`src/postings_varint_delta_decoder_defines.svh`:
```
// assertion macros shared by the postings decoder modules
`ifndef POSTINGS_VARINT_DELTA_DECODER_DEFINES_SVH
`define POSTINGS_VARINT_DELTA_DECODER_DEFINES_SVH

// same-cycle implication, checked outside reset
`define PVDD_ASSERT_NOW(label, clk, rst_n, ante, cons, msg) \
  label: assert property (@(posedge clk) disable iff (!rst_n) (ante) |-> (cons)) \
    else $error(msg);

// next-cycle implication, checked outside reset
`define PVDD_ASSERT_NEXT(label, clk, rst_n, ante, cons, msg) \
  label: assert property (@(posedge clk) disable iff (!rst_n) (ante) |=> (cons)) \
    else $error(msg);

`endif

```
`src/pvdd_pkg.sv`:
```
// shared types and constants for the postings decoder
`timescale 1ns / 1ps
`default_nettype none

package pvdd_pkg;

  // default accumulator width
  localparam int DEFAULT_VALUE_WIDTH = 32;

  // widths of the fixed request fields
  localparam int BYTE_W  = 8;
  localparam int FIELD_W = 32;
  localparam int COUNT_W = 32;

  // reset value of the format register: varint delta coding
  localparam logic COMPRESSED_RESET = 1'b1;

  // flags of one event passed from the byte front end to the posting back end
  typedef struct packed {
    logic start;  // list begins on this byte, count travels alongside
    logic done;   // a value has been completed
    logic is_tf;  // completed value is the term frequency
    logic delta;  // completed value is delta coded
    logic bad;    // varint ran past its maximum length
  } evt_t;

  localparam int EVT_W = $bits(evt_t);

endpackage : pvdd_pkg

`default_nettype wire

```
`src/pvdd_front.sv`:
```
// byte front end: assembles varint or raw values and emits events
`timescale 1ns / 1ps
`default_nettype none

module pvdd_front #(
  parameter int VALUE_WIDTH = pvdd_pkg::DEFAULT_VALUE_WIDTH
) (
  input  wire logic                        clk,
  input  wire logic                        rst_n,
  input  wire logic                        cfg_wr_en,
  input  wire logic                        cfg_wr_data,
  input  wire logic                        accept,
  input  wire logic [pvdd_pkg::BYTE_W-1:0] data_byte,
  input  wire logic                        list_start,
  output logic                             push,
  output pvdd_pkg::evt_t                   evt,
  output logic [VALUE_WIDTH-1:0]           value
);

  localparam int VARINT_MAX = (VALUE_WIDTH + 6) / 7;
  localparam int RAW_BYTES  = (VALUE_WIDTH + 7) / 8;
  localparam int POS_MAX    = (VARINT_MAX > RAW_BYTES) ? VARINT_MAX : RAW_BYTES;
  localparam int POS_W      = (POS_MAX > 2) ? $clog2(POS_MAX) : 1;
  localparam int SH_W       = 8;

  logic                   compressed_r, compressed_nxt;
  logic [VALUE_WIDTH-1:0] acc_r, acc_nxt;
  logic [POS_W-1:0]       pos_r, pos_nxt;
  logic                   phase_r, phase_nxt;

  logic [VALUE_WIDTH-1:0] base_acc;
  logic [POS_W-1:0]       base_pos;
  logic                   base_phase;
  logic [POS_W:0]         pos_inc;
  logic [SH_W-1:0]        shamt;
  logic [VALUE_WIDTH-1:0] group_ext;
  logic [VALUE_WIDTH-1:0] acc_new;
  logic                   done;
  logic                   bad;

  // format register
  always_comb begin
    compressed_nxt = cfg_wr_en ? cfg_wr_data : compressed_r;
  end

  // list start clears the value assembly before the byte is used
  always_comb begin
    base_acc   = list_start ? '0 : acc_r;
    base_pos   = list_start ? '0 : pos_r;
    base_phase = list_start ? 1'b0 : phase_r;
    pos_inc    = {1'b0, base_pos} + 1'b1;
  end

  // place the byte's group at its position
  always_comb begin
    if (compressed_r) begin
      shamt     = SH_W'(base_pos) * SH_W'(7);
      group_ext = VALUE_WIDTH'(data_byte[6:0]);
    end else begin
      shamt     = SH_W'(base_pos) * SH_W'(8);
      group_ext = VALUE_WIDTH'(data_byte);
    end
    acc_new = base_acc | (group_ext << shamt);
  end

  // completion and overflow detection
  always_comb begin
    done = 1'b0;
    bad  = 1'b0;
    if (compressed_r) begin
      if (!data_byte[7]) begin
        done = 1'b1;
      end else if (pos_inc >= (POS_W + 1)'(VARINT_MAX)) begin
        bad = 1'b1;
      end
    end else if (pos_inc >= (POS_W + 1)'(RAW_BYTES)) begin
      done = 1'b1;
    end
  end

  // next assembly state
  always_comb begin
    if (done) begin
      acc_nxt   = '0;
      pos_nxt   = '0;
      phase_nxt = ~base_phase;
    end else if (bad) begin
      acc_nxt   = '0;
      pos_nxt   = '0;
      phase_nxt = 1'b0;
    end else begin
      acc_nxt   = acc_new;
      pos_nxt   = pos_inc[POS_W-1:0];
      phase_nxt = base_phase;
    end
  end

  // event toward the back end
  always_comb begin
    evt.start = list_start;
    evt.done  = done;
    evt.is_tf = base_phase;
    evt.delta = compressed_r;
    evt.bad   = bad;
    value     = acc_new;
    push      = accept && (list_start || done || bad);
  end

  always_ff @(posedge clk) begin
    if (!rst_n) begin
      compressed_r <= pvdd_pkg::COMPRESSED_RESET;
      acc_r        <= '0;
      pos_r        <= '0;
      phase_r      <= 1'b0;
    end else begin
      compressed_r <= compressed_nxt;
      if (accept) begin
        acc_r   <= acc_nxt;
        pos_r   <= pos_nxt;
        phase_r <= phase_nxt;
      end
    end
  end

endmodule : pvdd_front

`default_nettype wire

```
`src/pvdd_queue.sv`:
```
// two-entry event queue between front and back ends
`timescale 1ns / 1ps
`default_nettype none

`include "postings_varint_delta_decoder_defines.svh"

module pvdd_queue #(
  parameter int WIDTH = 8
) (
  input  wire logic             clk,
  input  wire logic             rst_n,
  input  wire logic             push,
  input  wire logic [WIDTH-1:0] push_data,
  input  wire logic             pop,
  output logic [WIDTH-1:0]      pop_data,
  output logic                  not_empty,
  output logic                  full
);

  logic [WIDTH-1:0] slot_r [2];
  logic             wr_ptr_r, wr_ptr_nxt;
  logic             rd_ptr_r, rd_ptr_nxt;
  logic [1:0]       cnt_r, cnt_nxt;

  // status and head entry
  always_comb begin
    not_empty = (cnt_r != 2'd0);
    full      = (cnt_r == 2'd2);
    pop_data  = slot_r[rd_ptr_r];
  end

  // pointer and count update
  always_comb begin
    wr_ptr_nxt = push ? ~wr_ptr_r : wr_ptr_r;
    rd_ptr_nxt = pop ? ~rd_ptr_r : rd_ptr_r;
    cnt_nxt    = cnt_r + {1'b0, push} - {1'b0, pop};
  end

  always_ff @(posedge clk) begin
    if (!rst_n) begin
      wr_ptr_r <= 1'b0;
      rd_ptr_r <= 1'b0;
      cnt_r    <= 2'd0;
    end else begin
      wr_ptr_r <= wr_ptr_nxt;
      rd_ptr_r <= rd_ptr_nxt;
      cnt_r    <= cnt_nxt;
    end
  end

  // entry storage
  always_ff @(posedge clk) begin
    if (push) begin
      slot_r[wr_ptr_r] <= push_data;
    end
  end

  `PVDD_ASSERT_NOW(a_no_overflow, clk, rst_n, push && !pop, cnt_r != 2'd2, "queue overflow")
  `PVDD_ASSERT_NOW(a_no_underflow, clk, rst_n, pop, cnt_r != 2'd0, "queue underflow")

endmodule : pvdd_queue

`default_nettype wire

```
`src/pvdd_back.sv`:
```
// posting back end: delta add, pairing, count tracking, result register
`timescale 1ns / 1ps
`default_nettype none

`include "postings_varint_delta_decoder_defines.svh"

module pvdd_back #(
  parameter int VALUE_WIDTH = pvdd_pkg::DEFAULT_VALUE_WIDTH
) (
  input  wire logic                         clk,
  input  wire logic                         rst_n,
  input  wire logic                         evt_valid,
  input  wire pvdd_pkg::evt_t               evt,
  input  wire logic [VALUE_WIDTH-1:0]       value,
  input  wire logic [pvdd_pkg::COUNT_W-1:0] count,
  output logic                              pop,
  output logic                              out_valid,
  input  wire logic                         out_stall,
  output logic [pvdd_pkg::FIELD_W-1:0]      out_doc_id,
  output logic [pvdd_pkg::FIELD_W-1:0]      out_term_freq,
  output logic                              out_last_posting,
  output logic                              out_malformed
);

  localparam int FW = pvdd_pkg::FIELD_W;
  localparam int CW = pvdd_pkg::COUNT_W;

  logic [VALUE_WIDTH-1:0] prev_r, prev_nxt;
  logic [VALUE_WIDTH-1:0] pend_r, pend_nxt;
  logic [CW-1:0]          left_r, left_nxt;
  logic                   out_valid_r, out_valid_nxt;
  logic [FW-1:0]          doc_r, doc_nxt;
  logic [FW-1:0]          tf_r, tf_nxt;
  logic                   last_r, last_nxt;
  logic                   bad_r, bad_nxt;

  logic [VALUE_WIDTH-1:0] prev_base;
  logic [VALUE_WIDTH-1:0] pend_base;
  logic [CW-1:0]          left_base;
  logic                   load;

  // take an event whenever the result register can be refilled
  always_comb begin
    pop  = evt_valid && (!out_valid_r || !out_stall);
    load = pop && (evt.bad || (evt.done && evt.is_tf));
  end

  // list start takes effect before the value
  always_comb begin
    prev_base = evt.start ? '0 : prev_r;
    pend_base = evt.start ? '0 : pend_r;
    left_base = evt.start ? count : left_r;
  end

  // list state and result fields
  always_comb begin
    prev_nxt = prev_base;
    pend_nxt = pend_base;
    left_nxt = left_base;
    doc_nxt  = FW'(pend_base);
    tf_nxt   = FW'(value);
    last_nxt = (left_base == CW'(1));
    bad_nxt  = 1'b0;
    if (evt.bad) begin
      prev_nxt = '0;
      pend_nxt = '0;
      left_nxt = '0;
      doc_nxt  = '0;
      tf_nxt   = '0;
      last_nxt = 1'b0;
      bad_nxt  = 1'b1;
    end else if (evt.done && !evt.is_tf) begin
      pend_nxt = evt.delta ? (prev_base + value) : value;
    end else if (evt.done) begin
      if (evt.delta) begin
        prev_nxt = pend_base;
      end
      if (left_base != '0) begin
        left_nxt = left_base - CW'(1);
      end
    end
  end

  // result valid
  always_comb begin
    if (load) begin
      out_valid_nxt = 1'b1;
    end else if (out_stall) begin
      out_valid_nxt = out_valid_r;
    end else begin
      out_valid_nxt = 1'b0;
    end
  end

  always_ff @(posedge clk) begin
    if (!rst_n) begin
      prev_r      <= '0;
      pend_r      <= '0;
      left_r      <= '0;
      out_valid_r <= 1'b0;
    end else begin
      out_valid_r <= out_valid_nxt;
      if (pop) begin
        prev_r <= prev_nxt;
        pend_r <= pend_nxt;
        left_r <= left_nxt;
      end
    end
  end

  // result payload
  always_ff @(posedge clk) begin
    if (load) begin
      doc_r  <= doc_nxt;
      tf_r   <= tf_nxt;
      last_r <= last_nxt;
      bad_r  <= bad_nxt;
    end
  end

  assign out_valid        = out_valid_r;
  assign out_doc_id       = doc_r;
  assign out_term_freq    = tf_r;
  assign out_last_posting = last_r;
  assign out_malformed    = bad_r;

  `PVDD_ASSERT_NOW(a_bad_fields_zero, clk, rst_n, out_valid_r && bad_r, doc_r == '0 && tf_r == '0 && !last_r, "malformed result carries data")
  `PVDD_ASSERT_NEXT(a_bad_clears_left, clk, rst_n, pop && evt.bad, left_r == '0 && prev_r == '0, "malformed event left list state")
  `PVDD_ASSERT_NEXT(a_last_empties, clk, rst_n, load && last_nxt, left_r == '0, "last posting left count nonzero")

endmodule : pvdd_back

`default_nettype wire

```
`src/postings_varint_delta_decoder.sv`:
```
// top level of the posting list decoder: front end, event queue, back end
//
//   channel | direction | handshake        | payload
//   in_     | in        | in_valid/in_stall | data_byte, list_start, posting_count
//   out_    | out       | out_valid/out_stall | doc_id, term_freq, last_posting, malformed
//   cfg_    | in        | cfg_wr_en         | cfg_wr_data (compressed_format)
//
// one byte per cycle is accepted while in_stall is low; the front end adds each byte to its value combinationally
// a posting passes from the event queue into the result register; out_stall can hold it in the queue
// in_stall is high only while the two-entry event queue is full
// reset is synchronous and active low; no clearing pass is needed
// out_stall backs up the queue, the front end keeps taking bytes until it fills
`timescale 1ns / 1ps
`default_nettype none

module postings_varint_delta_decoder #(
  parameter int VALUE_WIDTH = pvdd_pkg::DEFAULT_VALUE_WIDTH
) (
  input  wire logic                         clk,
  input  wire logic                         rst_n,
  input  wire logic                         cfg_wr_en,
  input  wire logic                         cfg_wr_data,
  input  wire logic                         in_valid,
  output logic                              in_stall,
  input  wire logic [pvdd_pkg::BYTE_W-1:0]  in_data_byte,
  input  wire logic                         in_list_start,
  input  wire logic [pvdd_pkg::COUNT_W-1:0] in_posting_count,
  output logic                              out_valid,
  input  wire logic                         out_stall,
  output logic [pvdd_pkg::FIELD_W-1:0]      out_doc_id,
  output logic [pvdd_pkg::FIELD_W-1:0]      out_term_freq,
  output logic                              out_last_posting,
  output logic                              out_malformed
);

  localparam int QW = pvdd_pkg::EVT_W + pvdd_pkg::COUNT_W + VALUE_WIDTH;

  logic                            accept;
  logic                            push;
  pvdd_pkg::evt_t                  f_evt;
  logic [VALUE_WIDTH-1:0]          f_value;
  logic [QW-1:0]                   q_in;
  logic [QW-1:0]                   q_out;
  logic                            q_not_empty;
  logic                            q_full;
  logic                            pop;
  pvdd_pkg::evt_t                  b_evt;
  logic [VALUE_WIDTH-1:0]          b_value;
  logic [pvdd_pkg::COUNT_W-1:0]    b_count;

  // request handshake
  assign in_stall = q_full;
  assign accept   = in_valid && !q_full;

  pvdd_front #(
    .VALUE_WIDTH (VALUE_WIDTH)
  ) u_front (
    .clk         (clk),
    .rst_n       (rst_n),
    .cfg_wr_en   (cfg_wr_en),
    .cfg_wr_data (cfg_wr_data),
    .accept      (accept),
    .data_byte   (in_data_byte),
    .list_start  (in_list_start),
    .push        (push),
    .evt         (f_evt),
    .value       (f_value)
  );

  // pack and unpack queue entries
  assign q_in = {f_evt, in_posting_count, f_value};
  assign {b_evt, b_count, b_value} = q_out;

  pvdd_queue #(
    .WIDTH (QW)
  ) u_queue (
    .clk       (clk),
    .rst_n     (rst_n),
    .push      (push),
    .push_data (q_in),
    .pop       (pop),
    .pop_data  (q_out),
    .not_empty (q_not_empty),
    .full      (q_full)
  );

  pvdd_back #(
    .VALUE_WIDTH (VALUE_WIDTH)
  ) u_back (
    .clk              (clk),
    .rst_n            (rst_n),
    .evt_valid        (q_not_empty),
    .evt              (b_evt),
    .value            (b_value),
    .count            (b_count),
    .pop              (pop),
    .out_valid        (out_valid),
    .out_stall        (out_stall),
    .out_doc_id       (out_doc_id),
    .out_term_freq    (out_term_freq),
    .out_last_posting (out_last_posting),
    .out_malformed    (out_malformed)
  );

endmodule : postings_varint_delta_decoder

`default_nettype wire

```
`config.mk`:
```
export PLATFORM = sky130hd
export DESIGN_NAME = postings_varint_delta_decoder
export DESIGN_NICKNAME = d
export VERILOG_FILES = /design/src/pvdd_pkg.sv /design/src/pvdd_front.sv /design/src/pvdd_queue.sv /design/src/pvdd_back.sv /design/src/postings_varint_delta_decoder.sv
export VERILOG_INCLUDE_DIRS = /design/src /design/src/src
export SDC_FILE = /design/constraint.sdc
export NUM_CORES = 1
export LEC_CHECK = 0
export BUFFER_PORTS_ARGS = -buffer_cell sky130_fd_sc_hd__buf_2
export CAP_MARGIN = 40
export CORE_ASPECT_RATIO = 1.2
export CORE_MARGIN = 10
export CORE_UTILIZATION = 40
export CTS_CLUSTER_DIAMETER = 150
export DETAILED_ROUTE_END_ITERATION = 10
export GPL_TIMING_DRIVEN = 0
export PLACE_DENSITY = 0.64
export SYNTH_ARGS = -nofsm -noshare
export SYNTH_HDL_FRONTEND = slang
export SYNTH_SLANG_ARGS = --single-unit
```
`constraint.sdc`:
```
create_clock -name clk -period 4.9 [get_ports clk]
set_clock_uncertainty 0.2 [all_clocks]
set_input_delay 0.245 -clock clk [delete_from_list [all_inputs] [get_ports clk]]
set_output_delay 0.245 -clock clk [all_outputs]
set_load 0.005 [all_outputs]
```
==> results.md, run 1 <==
Timing:
- The hold violation total from the final report came to 0.
- The final period utilization is 95.2%.
- Setup repair after global routing left no endpoint under its margin.
- Counting I/O delays and the setup requirement, the final critical path takes 4.66 ns.
- The max-slew violation count is 0.
- The final setup violation count is 0.
- For the pin with the worst max-slew slack, the measured transition is 1.02 ns.
- Timing would allow up to 214 MHz.
- Final hold analysis gives a worst-case slack of 0.0327 ns.
- Once routing completed, OpenROAD measured the worst setup slack at 0.238 ns.
- The total negative slack is 0 ns.
- The headroom to the max-slew limit is 31.2%.

Synth:
- Of the total synthesized cell area, the portion taken by full adders, half adders and majority gates is 3.49%.
- The commonest cells after synthesis are sky130_fd_sc_hd__edfxtp_1, sky130_fd_sc_hd__nor2_1, sky130_fd_sc_hd__dfxtp_1, sky130_fd_sc_hd__nand2_1, sky130_fd_sc_hd__a22oi_1.
- In this run the cell area of the synthesized design comes to 16600 um^2.
- The fraction of registers with async set/reset is 0%.
- The count of distinct cell types in the synthesized netlist is 84.
- After synthesis, the largest family of logic cells by area is compound AO/OA/AOI/OAI gates.
- The dominant synthesized flop cell is sky130_fd_sc_hd__edfxtp_1.
- The synthesized netlist devotes 16.9% of its cell area to compound gates.
- During synthesis, Yosys emitted a total of 0 warnings.
- By area the synthesized netlist is led by sky130_fd_sc_hd__edfxtp_1, sky130_fd_sc_hd__dfxtp_1, sky130_fd_sc_hd__nor2_1.
- The area share of xor/xnor cells in the synthesized design is 3.26%.
- After synthesis, flip-flops and latches occupy 53.6% of the total area.
- The synthesized-area fraction occupied by and/or/nand/nor cells is 15.8%.
- The post-synthesis net count is 1680.
- In the synthesized netlist, the number of instances is 1589.
- After synthesis, the largest area contributor takes up 36.8% of total cell area.
- The mean instance size in the synthesized netlist is 10.5 um^2.
- Counting flops and latches in the post-synthesis netlist gives 343.
- The most numerous cell in the Yosys netlist is sky130_fd_sc_hd__edfxtp_1.
- The largest area contributor in the netlist is sky130_fd_sc_hd__edfxtp_1.
- After synthesis, the share of cell area in mux cells is 3.19%.
- The number of flops mapped to enable cells by yosys is 204.

Setup path:
- The startpoint kind of the worst setup timing path is a register.
- The endpoint of the worst-slack reg-to-reg timing path is u_back.pend_r[21].
- The peak fanout along the critical path is 10.
- The critical path goes through buf_6 -> buf_2 -> buf_2 -> mux2i_1 -> inv_1 -> ha_1 -> a21oi_1 -> o31ai_1 -> o21ai_0 -> o21bai_1 -> xnor2_1 -> nor2_1 -> a211oi_1 -> o21ai_0.
- By startpoint and endpoint, the worst setup path is classified as register to register.
- The highest-delay cell along the critical path is sky130_fd_sc_hd__o31ai_1.
- The critical path arrival is 4.86 ns.
- Setup slack on the worst reg-to-reg path comes out at 0.24 ns.
- In this design, the stage delay of the slowest critical-path cell is 0.83 ns.
- The required time of the critical path is 5.10 ns.
- The worst setup path is captured at a register.
- The depth of the worst register-to-register path is 14.

Drt:
- The via count is 13362.
- Once detail routing completed, the nets flagged for antenna violations numbered 0.
- The remaining design rule violation count is 0.
- The total wire length is 50200 um.
- After detailed routing, the number of vias per cell comes to 5.68.
- The pre-antenna-repair detailed-routing pass consisted of 5 iterations.
- The mean routed wirelength per cell is 21.3 um.
- The initial detailed-routing violation count is 1172.

Hold path:
- The launch instance of the worst min-delay path is in_data_byte[7].
- The end point of the worst hold path is u_queue.slot_r[0][64].
- Along the worst hold path, the cell count comes to 2.
- The worst hold path class is input pin to register.

Final layout:
- Once layout is complete, the utilization of the core stands at 48.4%.
- The number of inserted filler cells in the final layout is 3832.
- Once layout is complete, the cells apart from fillers number 2354.
- The area of all placed cells without fillers is 19800 um^2.
- In the final layout, the share of cells above drive strength 1 is 14.1%.
- The area growth from synthesis to layout is 19.0%.
- The final layout net count is 1878.
- The repair_antennas step left the layout with diodes totalling 0.

Die:
- The effective utilization at floorplan is 40.6%.
- Pin placement for this block handled 115 I/O pins.
- The die is 243 um tall.
- The area of the die is 50200 um^2.
- The row count is 81.
- The floorplan die width is 206 um.
- The core outline area is 40900 um^2.

Global route:
- The maximum number of pins on one net before global-route repair is 31.
- The aggregate global-route resource usage is 19.5%.
- The residual overflow from global routing is 0.
- The number of antenna violations at the first check in global routing is 0.
- The via count of the first global-routing pass was 12995.
- The first-pass GRT wire length is 76600 um.

Placed design:
- After detailed placement, the design holds a cell count of 2253.
- Before CTS, the worst setup slack after placement is -1.70 ns.
- Summed over all nets, the half-perimeter wirelength after detailed placement is 38200 um.
- After detailed placement, the total cell area comes to 18100 um^2.
- The final RePlAce weighted congestion is 0.927.
- The total of buffers placed on input and output ports is 114.

Clock tree:
- At the later pin of the worst-skew pair, clock insertion delay measures 0.54 ns.
- The H-tree was split into 2 levels.
- The master cell of the clock root buffer is sky130_fd_sc_hd__clkbuf_16.
- The clock net in this run drives a total of 343 sinks.
- Clock-pin slew was measured on the worst setup and hold paths at 0.06 ns.
- The worst-case clock buffer depth is 3.
- The CTS tree is done.
- Buffers inserted during clock tree synthesis total 36.

Pwr:
- The ratio of total power to cell area is 475 nW/um^2.
- The peak supply drop is 298 uV.
- The total power is 9.40 mW.
- The reported leakage power is 7.53 nW.

Run:
- The tool flagged a number of max-cap violations equal to 0.

Outcome:
- The run finished with clean final reports.
[repair_timing]
action                                  4_1_cts  5_1_grt
hold endpoints to repair                     69        0
pin swaps                                     0        1
resized for setup                            24       11
cloned                                        0        0
endpoints found under the setup margin       31       16
hold buffers                                 37        0
buffers inserted                              2        0
[logic make-up after synthesis]
group,after synthesis
buf+inv,158
compound gates,401
fa+ha+maj,44
flops,343
simple gates,531
mux,50
xor+xnor,62
[final cells by class]
| class | instances | area [um^2] | share of cell area (%) |
|---|---|---|---|
| Buffer | 91 | 419 | 2.12 |
| Tap cell | 539 | 674 | 3.41 |
| Timing Repair Buffer | 164 | 1150 | 5.80 |
| Multi-Input combinational cell | 1088 | 7200 | 36.4 |
| Sequential cell | 343 | 8910 | 45.0 |
| Inverter | 63 | 236 | 1.19 |
| Clock buffer | 49 | 1030 | 5.22 |
| Clock inverter | 17 | 180 | 0.910 |
[worst max-delay path: cells and delay by family, from the launching register on]
family	cells	cell delay (ns)
AOI/OAI and AO/OA	6	1.95
and+or+nand+nor	1	0.05
xor gates and xnor gates	1	0.16
DFF	1	0.36
buffers and inverters	4	0.92
muxes	1	0.54
adders and majority gates	1	0.33
[state kept, by name (all words and copies together), names as in the netlist, 2 cells and up, named ones only]
name,count
u_queue.slot_r,138
u_back.left_r,32
u_back.out_doc_id,32
u_back.out_term_freq,32
u_back.pend_r,32
u_back.prev_r,32
u_front.acc_r,32
u_front.pos_r,3
u_queue.cnt_r,2
[worst max path at each step]
stage	startpoint	to	depth (start not counted)
6_report	register	u_back.pend_r[21]	14
5_1_grt	register	u_back.pend_r[25]	16
4_1_cts	register	u_back.pend_r[30]	16
3_5_place_dp	register	u_back.pend_r[31]	18
3_3_place_gp	in_list_start	u_queue.slot_r[0][54]	10
2_1_floorplan	in_list_start	u_queue.slot_r[0][0]	9
[power by group]
part | leakage [nW] | internal, mW | switching (mW)
sequential | 3.03 | 3.58 | 0.168
combinational | 3.90 | 0.960 | 1.90
clock | 0.591 | 1.65 | 1.14
total | 7.53 | 6.19 | 3.21
[layer usage]
layer / vias up / routed length (um) / track usage [%]
met2: 504 / 24200 / 32.8
met5: - / 0 / 0
met3: 88 / 3290 / 2.43
li1: 6308 / - / -
met1: 6462 / 21100 / 25.3
met4: 0 / 1540 / 6.64
[layout by cell type, fill, tap and decap left out, types with 12 or more instances in the layout]
cell / n
sky130_fd_sc_hd__edfxtp_1: 204
sky130_fd_sc_hd__mux2i_1: 32
sky130_fd_sc_hd__a221oi_1: 17
sky130_fd_sc_hd__o21ai_0: 70
sky130_fd_sc_hd__inv_1: 61
sky130_fd_sc_hd__xor2_1: 22
sky130_fd_sc_hd__nand2b_1: 15
sky130_fd_sc_hd__dfxtp_1: 139
sky130_fd_sc_hd__xnor2_1: 40
sky130_fd_sc_hd__and2_1: 46
sky130_fd_sc_hd__a31oi_1: 15
sky130_fd_sc_hd__clkbuf_1: 74
sky130_fd_sc_hd__a21o_1: 13
sky130_fd_sc_hd__nor3_1: 19
sky130_fd_sc_hd__buf_2: 124
sky130_fd_sc_hd__nor2_1: 164
sky130_fd_sc_hd__a21oi_1: 65
sky130_fd_sc_hd__nand2_1: 123
sky130_fd_sc_hd__and3_1: 62
sky130_fd_sc_hd__clkbuf_16: 39
sky130_fd_sc_hd__o22ai_1: 18
sky130_fd_sc_hd__ha_1: 40
sky130_fd_sc_hd__nand4_1: 12
sky130_fd_sc_hd__dlygate4sd3_1: 37
sky130_fd_sc_hd__a22oi_1: 80
sky130_fd_sc_hd__nand3_1: 31
sky130_fd_sc_hd__o221ai_1: 14
Power figures use the tool's default switching activity.
==> inputs of run 2 (changes only) <==
--- a/config.mk
+++ b/config.mk
@@ -6,6 +6,7 @@
 export SDC_FILE = /design/constraint.sdc
 export NUM_CORES = 1
 export LEC_CHECK = 0
+export ABC_AREA = 1
 export BUFFER_PORTS_ARGS = -buffer_cell sky130_fd_sc_hd__buf_2
 export CAP_MARGIN = 40
 export CORE_ASPECT_RATIO = 1.2
@@ -15,6 +16,7 @@
 export DETAILED_ROUTE_END_ITERATION = 10
 export GPL_TIMING_DRIVEN = 0
 export PLACE_DENSITY = 0.64
+export REMOVE_ABC_BUFFERS = 1
 export SYNTH_ARGS = -nofsm -noshare
 export SYNTH_HDL_FRONTEND = slang
 export SYNTH_SLANG_ARGS = --single-unit
==> run 2 against run 1 <==
Via count rose by 16%. Combinational power rose by 64%. Sequential share of layout area fell by 2.4 points. First-iteration DRC count down 7.2%. Die area grew 7.5%. Synthesized cell count increased by 43%.
==> results.md, run 2 <==
Outcome:
- The flow ran to the end, and the final reports show no timing, DRC or antenna violations.

Drt:
- The average vias per placed instance was 5.18 (-8.7%).
- The remaining antenna violation count is 0 (unchanged).
- The mean routed wirelength per cell is 16.6 um (-22%).
- The number of detailed-route iterations in the first pass is 6 (+1).
- The via count is 15474 (+16%).
- The total wire length is 49500 um (-1.3%).
- The remaining design rule violation count is 0 (unchanged).
- The initial detailed-routing violation count is 1088 (-7.2%).

Setup path:
- STA classifies the critical path endpoint as a register.
- The peak fanout along the critical path is 36 (+26).
- The startpoint kind of the worst setup timing path is an input pin.
- The depth of the worst register-to-register path came to 16 (+2).
- The critical path start-end classification is input pin to register.
- The required time of the critical path was 5.18 ns (+0.08 ns).
- The internal reg-to-reg setup slack is 0.49 ns (+0.25 ns).
- The critical path arrival is 4.91 ns (+0.05 ns).

Pwr:
- The power share of the clock group was 23.7% (-6.0 points).
- The power dissipated by switching net loads is 4.65 mW (+45%).
- The reported leakage power is 8.62 nW (+14%).
- The ratio of total power to cell area was 545 nW/um^2 (+15%).
- The peak supply drop came to 256 uV (-14%).
- The design internal power came to 6.75 mW (+9.0%).
- The sequential share of power is 34.9% (-4.9 points).
- The power share of the combinational group is 41.4% (+11 points).
- The switching part of the total power came to 40.8% (+6.6 points).

Die:
- The I/O pin count is 115 (unchanged).
- The area of the die is 53900 um^2 (+7.5%).
- The core outline area is 44700 um^2 (+9.1%).
- The row count is 85 (+4.9%).
- The floorplan die width is 214 um (+3.7%).
- The die extent in y is 252 um (+3.7%).
- The effective utilization at floorplan came to 40.3% (-0.31 points).

Clock tree:
- The clock net sink count is 343 (unchanged).
- The CTS tree is done.
- The worst-skew pair later-pin latency is 0.56 ns (+0.02 ns).
- The master cell of the clock root buffer is sky130_fd_sc_hd__clkbuf_16.
- The total CTS buffers is 37 (+2.8%).
- The number of H-tree branching levels is 2 (unchanged).
- The clock edge transition at the registers on the reported setup and hold paths is 0.06 ns (about the same).
- The worst-case clock buffer depth is 3 (unchanged).
- The number of setup buffers added after CTS is 0 (-2).

Synth:
- The largest area contributor in the netlist is sky130_fd_sc_hd__edfxtp_1.
- The most used flip-flop cell after synthesis is sky130_fd_sc_hd__edfxtp_1.
- The mean instance size in the synthesized netlist came to 7.90 um^2 (-24%).
- The number of instances in the synthesized netlist is 2278 (+43%).
- The post-synthesis instance area is 18000 um^2 (+8.3%).
- Ranked by total cell area, the synthesized netlist is headed by sky130_fd_sc_hd__edfxtp_1, sky130_fd_sc_hd__dfxtp_1, sky130_fd_sc_hd__nand2_1.
- The number of flops mapped to enable cells by yosys is 204 (unchanged).
- Sorting the synthesized cells by how often they occur yields sky130_fd_sc_hd__nand2_1, sky130_fd_sc_hd__a21oi_1, sky130_fd_sc_hd__edfxtp_1, sky130_fd_sc_hd__inv_1, sky130_fd_sc_hd__nor2_1.
- The share of Yosys cell area claimed by the top area cell type is 34.0% (-2.8 points).
- The count of yosys warnings during synthesis is 0 (unchanged).
- The number of flip-flops and latches in the synthesized netlist was 343 (unchanged).
- The count of distinct cell types in the synthesized netlist is 51 (-39%).
- By instance count, the leading cell after synthesis is sky130_fd_sc_hd__nand2_1.
- The fraction of registers with async set/reset is 0% (unchanged).
- The sequential cell area fraction in the yosys report is 49.5% (-4.1 points).

Timing:
- The worst hold slack across all endpoints came to 0.213 ns (+0.181 ns).
- The worst path setup slack after routing came to 0.270 ns (+0.0327 ns).
- The final period utilization is 94.5% (-0.67 points).
- The hold violation total from the final report came to 0 (unchanged).
- The post-layout minimum cycle time is 4.63 ns (-0.0327 ns).
- The maximum clock rate is 216 MHz (+0.71%).
- The max-slew violation count came to 0 (unchanged).
- The actual transition at the worst max-transition pin is 0.886 ns (-0.137 ns).
- The headroom to the max-slew limit came to 40.8% (+9.6 points).
- The final setup violation count came to 0 (unchanged).
- Setup repair after global routing could not meet its margin everywhere.
- The total negative slack was 0 ns (unchanged).

Placed design:
- The worst slack at placement is 0.243 ns (+1.94 ns).
- The total placed instance area is 19400 um^2 (+7.0%).
- The HPWL reported at the end of detailed placement is 35400 um (-7.4%).
- The total of buffers placed on input and output ports came to 114 (unchanged).
- The final RePlAce weighted congestion was 0.903 (-2.6%).

Global route:
- The number of antenna violations at the first check in global routing was 0 (unchanged).
- The via count of the first global-routing pass is 15071 (+16%).
- The aggregate global-route resource usage was 18.2% (-1.3 points).
- The first-pass GRT wire length is 79400 um (+3.7%).
- The residual overflow from global routing was 0 (unchanged).
- The maximum number of pins on one net before global-route repair is 75 (+140%).

Final layout:
- The number of inserted filler cells in the final layout is 4357 (+14%).
- The final core utilization is 46.8% (-1.5 points).
- The number of flip-flops in the largest register came to 138 (unchanged).
- In the layout the commonest cells are sky130_fd_sc_hd__nand2_1, sky130_fd_sc_hd__a21oi_1, sky130_fd_sc_hd__edfxtp_1, sky130_fd_sc_hd__inv_1, sky130_fd_sc_hd__nor2_1.
- The area of all placed cells without fillers is 20900 um^2 (+5.6%).
- The diode insertion count for antenna repair came to 0 (unchanged).
- The proportion of layout cells with a drive suffix above 1 is 11.4% (-2.7 points).
- The library cell used most frequently in the layout, excluding fill and tap cells, is sky130_fd_sc_hd__nand2_1.
- The final layout net count is 2484 (+32%).
- The area growth from synthesis to layout is 16.2%.
- The most flop-heavy register is u_queue.slot_r.

Hold path:
- The tightest min-delay check is of the input pin to register type.
- The cell count of the worst hold path is 2 (unchanged).

Run:
- The reported max-cap violation count is 0 (unchanged).
[run 2: changes by cell type after synthesis, sizes merged, moves of 77 or more]
cell / previous run / this run
o21ai: 75 / 192
a21oi: 68 / 282
a22oi: 80 / 1
nand3: 31 / 108
inv: 61 / 201
nand2: 123 / 705
[run 2: path summary, 6_finish.rpt]
check,from,end
setup reg to reg,register,u_back.left_r[29]
setup / recovery,in_list_start,u_front.acc_r[8]
hold / removal,in_posting_count[22],u_queue.slot_r[1][54]
hold reg to reg,u_queue.rd_ptr_r,register
[run 2: critical path: stages]
cell and delay, ns:
sky130_fd_sc_hd__dlygate4sd3_1 0.56, sky130_fd_sc_hd__buf_2 0.18, sky130_fd_sc_hd__inv_2 0.48, sky130_fd_sc_hd__nand2_1 0.27
sky130_fd_sc_hd__inv_1 0.22, sky130_fd_sc_hd__fa_1 0.42, sky130_fd_sc_hd__ha_1 0.24, sky130_fd_sc_hd__fa_1 0.49
sky130_fd_sc_hd__nand2_1 0.05, sky130_fd_sc_hd__o21ai_0 0.14, sky130_fd_sc_hd__buf_2 0.26, sky130_fd_sc_hd__inv_1 0.21
sky130_fd_sc_hd__nand3_1 0.14, sky130_fd_sc_hd__o21ai_0 0.22, sky130_fd_sc_hd__o21ai_0 0.49, sky130_fd_sc_hd__nand2_1 0.12
sky130_fd_sc_hd__a21oi_1 0.14
[run 2: stage by stage]
| step | std cells | power, mW |
|---|---|---|
| 6_report | 2985 | 11.4 |
| 5_1_grt | 2985 | 12.2 |
| 4_1_cts | 2985 | 11.5 |
| 3_5_place_dp | 2880 | 8.73 |
| 3_3_place_gp | 2854 | 8.50 |
| 2_1_floorplan | 2175 | 6.94 |
[run 2: logic make-up (layout without fill, tap and decap cells)]
group,after synthesis,after routing,synth area share (%)
buf+inv,307,449,7.02
flops,343,343,49.5
simple gates,1056,1056,24.4
mux,6,6,0.334
compound gates,501,501,14.5
fa+ha+maj,44,44,3.22
xor+xnor,21,21,1.06
[run 2: layout make-up]
type / count / area, um^2 / area share (%)
Clock buffer: 50 / 1030 / 4.90
Sequential cell: 343 / 8910 / 42.6
Clock inverter: 16 / 126 / 0.604
Multi-Input combinational cell: 1628 / 7920 / 37.9
Timing Repair Buffer: 179 / 1450 / 6.95
Tap cell: 565 / 707 / 3.38
Inverter: 204 / 771 / 3.68
[run 2: repair_timing]
item	in CTS	in global routing
gates resized for setup	0	1
endpoints found under the hold margin	79	0
endpoints found under the setup margin	0	5
hold buffers	39	0
[run 2: layer usage]
| layer | track usage [%] | vias up | share of wire [%] |
|---|---|---|---|
| met5 | 0 | - | 0 |
| met4 | 5.58 | 0 | 2.5 |
| met3 | 2.59 | 73 | 4.9 |
| met2 | 31.5 | 373 | 49 |
| met1 | 23.0 | 7234 | 43 |
| li1 | - | 7794 | - |
[run 2: power by group through the flow]
stage | registers (mW) | clock network (mW) | logic [mW]
final | 3.97 | 2.70 | 4.72
after global routing | 4.03 | 2.87 | 5.29
after CTS | 3.98 | 2.76 | 4.73
after detailed placement | 4.04 | 0 | 4.69
after global placement | 4.18 | 0 | 4.32
after floorplan | 4.08 | 0 | 2.86
